File: src/lfrs_pkg.sv
`timescale 1ns / 1ps
// ----------------------------------------------------------------------------
// lfrs_pkg
// Shared types and constants of the lowest free room scheduler.
// ----------------------------------------------------------------------------
package lfrs_pkg;

  localparam int MAX_ROOMS = 16;
  localparam int IDX_W     = (MAX_ROOMS > 1) ? $clog2(MAX_ROOMS) : 1;
  localparam int TIME_W    = 32;
  localparam int CNT_W     = 16;
  localparam int ROOM_W    = 4;
  localparam int CFG_W     = 5;

  localparam int APB_ADDR_W = 3;
  localparam int APB_DATA_W = 32;

  localparam logic [APB_ADDR_W-1:0] ADDR_ROOMS_IN_USE = APB_ADDR_W'(0);
  localparam logic [CFG_W-1:0]      ROOMS_RESET       = CFG_W'(16);

  localparam logic [TIME_W-1:0] TIME_MAX  = '1;
  localparam logic [CNT_W-1:0]  COUNT_MAX = '1;

  typedef struct packed {
    logic [TIME_W-1:0] meeting_start;
    logic [TIME_W-1:0] meeting_end;
    logic              last_meeting;
  } req_t;

  typedef struct packed {
    logic [ROOM_W-1:0] assigned_room;
    logic [TIME_W-1:0] actual_begin;
    logic [TIME_W-1:0] actual_finish;
    logic [ROOM_W-1:0] busiest_room;
    logic              report_valid;
  } rsp_t;

  // search token passed along the row of cells
  typedef struct packed {
    logic              vld;
    logic [TIME_W-1:0] start;
    logic              free_found;
    logic [IDX_W-1:0]  free_idx;
    logic [TIME_W-1:0] early_val;
    logic [IDX_W-1:0]  early_idx;
    logic [CNT_W-1:0]  best_cnt;
    logic [IDX_W-1:0]  best_idx;
  } tok_t;

  // update broadcast to all cells
  typedef struct packed {
    logic              we;
    logic              clr;
    logic [IDX_W-1:0]  idx;
    logic [TIME_W-1:0] finish;
  } upd_t;

endpackage

File: src/lfrs_cell.sv
`timescale 1ns / 1ps
// ----------------------------------------------------------------------------
// lfrs_cell
// One room: holds busy-until time and use count, folds itself into the token.
// ----------------------------------------------------------------------------
module lfrs_cell import lfrs_pkg::*; (
  input  logic             clk_i,
  input  logic             rst_ni,
  input  logic [IDX_W-1:0] idx_i,
  input  logic [CFG_W-1:0] rooms_i,
  input  tok_t             tok_i,
  input  upd_t             upd_i,
  output tok_t             tok_o
);

  logic [TIME_W-1:0] busy_q;
  logic [CNT_W-1:0]  cnt_q;
  tok_t              tok_q, tok_d;
  logic              first, active;

  assign first  = (idx_i == '0);
  assign active = first || (32'(idx_i) < 32'(rooms_i));

  always_comb begin
    tok_d = tok_i;
    if (active && !tok_i.free_found && (busy_q <= tok_i.start)) begin
      tok_d.free_found = 1'b1;
      tok_d.free_idx   = idx_i;
    end
    if (active && (first || (busy_q < tok_i.early_val))) begin
      tok_d.early_val = busy_q;
      tok_d.early_idx = idx_i;
    end
    if (active && (first || (cnt_q > tok_i.best_cnt))) begin
      tok_d.best_cnt = cnt_q;
      tok_d.best_idx = idx_i;
    end
  end

  always_ff @(posedge clk_i or negedge rst_ni) begin
    if (!rst_ni) begin
      busy_q <= '0;
      cnt_q  <= '0;
      tok_q  <= '0;
    end else begin
      tok_q <= tok_d;
      if (upd_i.clr) begin
        busy_q <= '0;
        cnt_q  <= '0;
      end else if (upd_i.we && (upd_i.idx == idx_i)) begin
        busy_q <= upd_i.finish;
        if (cnt_q != COUNT_MAX) begin
          cnt_q <= cnt_q + CNT_W'(1);
        end
      end
    end
  end

  assign tok_o = tok_q;

endmodule

File: config.mk
export PLATFORM = sky130hd
export DESIGN_NAME = lfrs_cell
export DESIGN_NICKNAME = d
export VERILOG_FILES = /design/src/lfrs_pkg.sv /design/src/lfrs_cell.sv
export SDC_FILE = /design/constraint.sdc
export NUM_CORES = 1
export LEC_CHECK = 0
export BUFFER_PORTS_ARGS = -buffer_cell sky130_fd_sc_hd__buf_2
export CORE_MARGIN = 2
export CORE_UTILIZATION = 30
export DETAILED_ROUTE_END_ITERATION = 7
export GPL_TIMING_DRIVEN = 0
export PLACE_DENSITY_LB_ADDON = 0.3
export SLEW_MARGIN = 20
export SYNTH_ARGS = -nofsm -noshare
export SYNTH_HDL_FRONTEND = slang
export SYNTH_SLANG_ARGS = --single-unit
File: constraint.sdc
create_clock -name clk_i -period 5.4 [get_ports clk_i]
set_input_delay 0.27 -clock clk_i [delete_from_list [all_inputs] [get_ports clk_i]]
set_output_delay 0.27 -clock clk_i [all_outputs]
set_load 0.02 [all_outputs]
### Word-level counts from Yosys, hierarchy flattened

Cells that the tools add are included.

* bits in registers: 142
* word-level logic and storage cells: 38

* multiplexer cells: 8
* reduce and logical (&&, ||, !) cells: 13
* $add $sub $neg: 1
* eq/ne operators: 2
* magnitude comparators: 4

Operator list (count)
* 32-bit two-way mux: 2
* 16-bit two-way mux: 3
* 36-bit two-way mux: 1
* 32-bit <= comparator: 1
* 32-bit < comparator: 1
* 20-bit two-way mux: 1
* 16-bit by 1-bit adder with 16-bit output, second input constant: 1
* 16-bit greater-than comparator: 1
* 16-bit inequality test, second input constant: 1
* 1-bit logical AND: 5
* 4-bit by 5-bit < comparator with 1-bit output: 1
* 5-bit two-way mux: 1
* 4-bit equality test: 1
* 4-bit logical NOT: 1
* 2-bit nonzero test: 2
* 1-bit logical OR: 3
* 2-bit AND reduction: 1
* 1-bit logical NOT: 1

### Logic depth before layout (Yosys ltp)

* word-level depth: 5
* depth in mapped cells: 10
* mapped depth without buffers: 9

### Least setup slack after synthesis

Ideal clock, no wire load.

* path kind: register to register
* start: register busy_q[29]
* end: register tok_q, in the netlist tok_o[34]
* data arrival time: 2.262 ns
* setup time: 0.128 ns
* slack: 3.010 ns
* cell stages (with the launch flop): 10
* clock period less this slack: 2.390 ns
* path buffers: 1
* path through: dfrtp_1 ha_1 a21o_1 a21o_1 a221oi_1 o21ai_1 a211oi_4 nor2_2 buf_6 mux2_1

RTL lines
* from (decl): RTL line lfrs_cell.sv:16 `logic [TIME_W-1:0] busy_q;`
* from (signal assigned): RTL line lfrs_cell.sv:51 `busy_q <= upd_i.finish;`
* to (signal assigned): RTL line lfrs_cell.sv:46 `tok_q <= tok_d;`
* to (decl): RTL line lfrs_cell.sv:18 `tok_t tok_q, tok_d;`

==> reports/results.tsv <==
metric	value	unit
final-max-slew-violation-count	0	
vias	5632	
synth-edff-count	0	
syn_inst	630	
clock_latency	0.42	ns
root_buffer	clkbuf_16	
yosys-top-cells-area	dfrtp_1 (49%), ha_1 (14%), mux2_4 (5.6%)	
met1Wirelength	9359	um
required	5.70	ns
synth-async-reset-ratio	1.000	
ios	237	
worst_slack	2.252	ns
rsz0062_at_grt	no	
wirelength	20640	um
grt.overflow.total	0	
drv_cap	0	
worstPathArrival	3.45	ns
vias_per_cell	4.488	
dr.pass1.iters	5	
syn_to_final_growth	35.55	%
avgSynthCellArea	11.47	sq um
synth_area	7228	sq um
grt_pass1_vias	5935	
synthFlopType	dfrtp_1	
power_density	281.9	nW/um^2
place_hpwl	15570	um
status	completed	
drc	0	
start_util	0.3070	
path_clk_slew	0.07	ns
synth_seq_cells	142	
cts_made_buffers	17	
slew_headroom	0.3595	
port_buffers	235	
synth_top_cell_by_area	dfrtp_1	
startpoint_type	input pin	
coreArea	23540	sq um
endpoint_kind	flop	
timing.fmax	317.7	MHz
row_count	56	
skew	0.009960	ns
ys_types	44	
cts_resized	0	
grt_pass1_wl	32570	um
wl_met2	9897	um
antenna_found_initial	6	
seq_area_frac_synth	0.4916	
setup_viol	0	
grt.total_usage	0.1671	
htree_levels	4	
fin_crit_sh	0.5830	
crit_fanout	5	
gp_congestion	0.7758	
final_common_cell	buf_2	
cts.sinks	142	
wl_met3	1111	um
die_h	159.2	um
synth_nets	856	
p_leak	5.295	nW
tightest_slew	0.9563	ns
routed.top_layer	met5	
peakVddDrop	0.1550	mV
hp-class	input pin to flop	
grt_max_degree	80	
clockBufferDepth	2	
min_period	3.148	ns
ys_warn_count	0	
nNetsFinal	1145	
hold_viol_final	0	
dieArea	25350	sq um
synth_top_area_share	0.4916	
final_cell_mix	buf_2 (237), dfrtp_1 (142), inv_1 (88)	
path_class	input pin to flop	
antenna_left	0	
drt_iter0_drc	220	
fin_setup_tns	0	ns
placed_area	8841	sq um
place_ws	2.317	ns
die_x	159.2	um
fin_area	9798	sq um
routedWlPerCell	16.44	um
nFillCells	2297	
drive_gt1_frac	0.3552	
tritoncts	yes	
==> worst paths after layout <==
kind,from,end,slack (ns),depth (start not counted)
worst max register to register,busy_q[13],tok_o[56],2.35,7
worst min register to register,cnt_q[0],cnt_q[0],0.57,1
max in group asynchronous,rst_ni,tok_o[52],4.22,3
min in group asynchronous,rst_ni,tok_o[93],0.40,2
worst max-delay path,tok_i[76],tok_o[56],2.25,10
worst min-delay path,tok_i[60],tok_o[60],0.05,2
==> area by class of cell <==
type	count	area [sq um]	area share
clock buffer	19	442.9	0.04520
buffer	15	90.09	0.009194
multi-input combinational	385	3254	0.3321
sequential	142	3553	0.3627
inverter	88	330.3	0.03371
timing repair buffer	270	1554	0.1586
clock inverter	13	163.9	0.01673
antenna	4	10.01	0.001022
tap	319	399.1	0.04074
==> stage by stage <==
step | instances | utilization | hold slack, ns | total power [mW]
2_1_floorplan | 630 | - | -0.02559 | 1.348
3_3_place_gp | 1184 | 0.3739 | 0.3816 | 1.522
3_5_place_dp | 1185 | 0.3755 | 0.2590 | 1.529
4_1_cts | 1251 | 0.4158 | 0.03253 | 2.802
5_1_grt | 1255 | 0.4162 | 0.04303 | 2.889
6_report | 1255 | 0.4162 | 0.05484 | 2.762
==> synthesized netlist by cell type (2+ instances only) <==
cell      count
buf_2         3
nand2_1      35
nor2b_1       3
a21o_1        9
a21oi_1      33
a22o_1       32
nor4_1        4
o21ai_0      20
dfrtp_1     142
xnor2_1       8
mux2_4       27
nand2b_1      4
mux2i_1       2
nand3_1       8
mux2_2       24
xor2_1       10
nor2_1       27
a211oi_1      3
a221oi_1      2
nor3_1       10
mux2_1        3
buf_6         4
ha_1         83
o21ai_1       4
inv_1        88
clkbuf_1      8
nand4_1      17
==> cells by family after synthesis <==
kind of cell | count (synthesis) | share of synthesized area
AOI/OAI and AO/OA | 112 | 0.1058
xor gates and xnor gates | 18 | 0.02181
adders and majority gates | 83 | 0.1437
buffers and inverters | 103 | 0.05816
DFF | 142 | 0.4916
muxes | 56 | 0.1009
and+or+nand+nor | 116 | 0.07807
==> worst max-delay path, stage by stage <==
cell and delay [ns]:
dlygate4sd3_1 0.52, buf_2 0.12, inv_1 0.05, ha_1 0.30
nand4_1 0.22, nor4_1 0.66, a221o_1 0.29, nor3_1 0.07
o21ai_1 0.53, mux2_2 0.41
==> registers in the layout, summed over array words and instances (netlist names) <==
register	cells
cnt_q	16
tok_o	94
busy_q	32
==> report_power, final <==
group          internal [mW]  total (mW)  switching [mW]
registers               1.11        1.13          0.0159
logic                  0.168       0.393           0.225
clock network          0.741        1.24           0.498
==> routing by layer <==
layer  vias up  track usage
met5         -            0
met4         2      0.04917
met3        16      0.04168
met2       159       0.2781
met1      2675       0.2154
li1       2780            -
==> timing repair <==
| item | CTS | global route |
|---|---|---|
| hold buffers | 34 | 0 |
| hold endpoints to repair | 96 | 0 |
| buffers inserted | 0 | 0 |
Power figures use the tool's default switching activity.
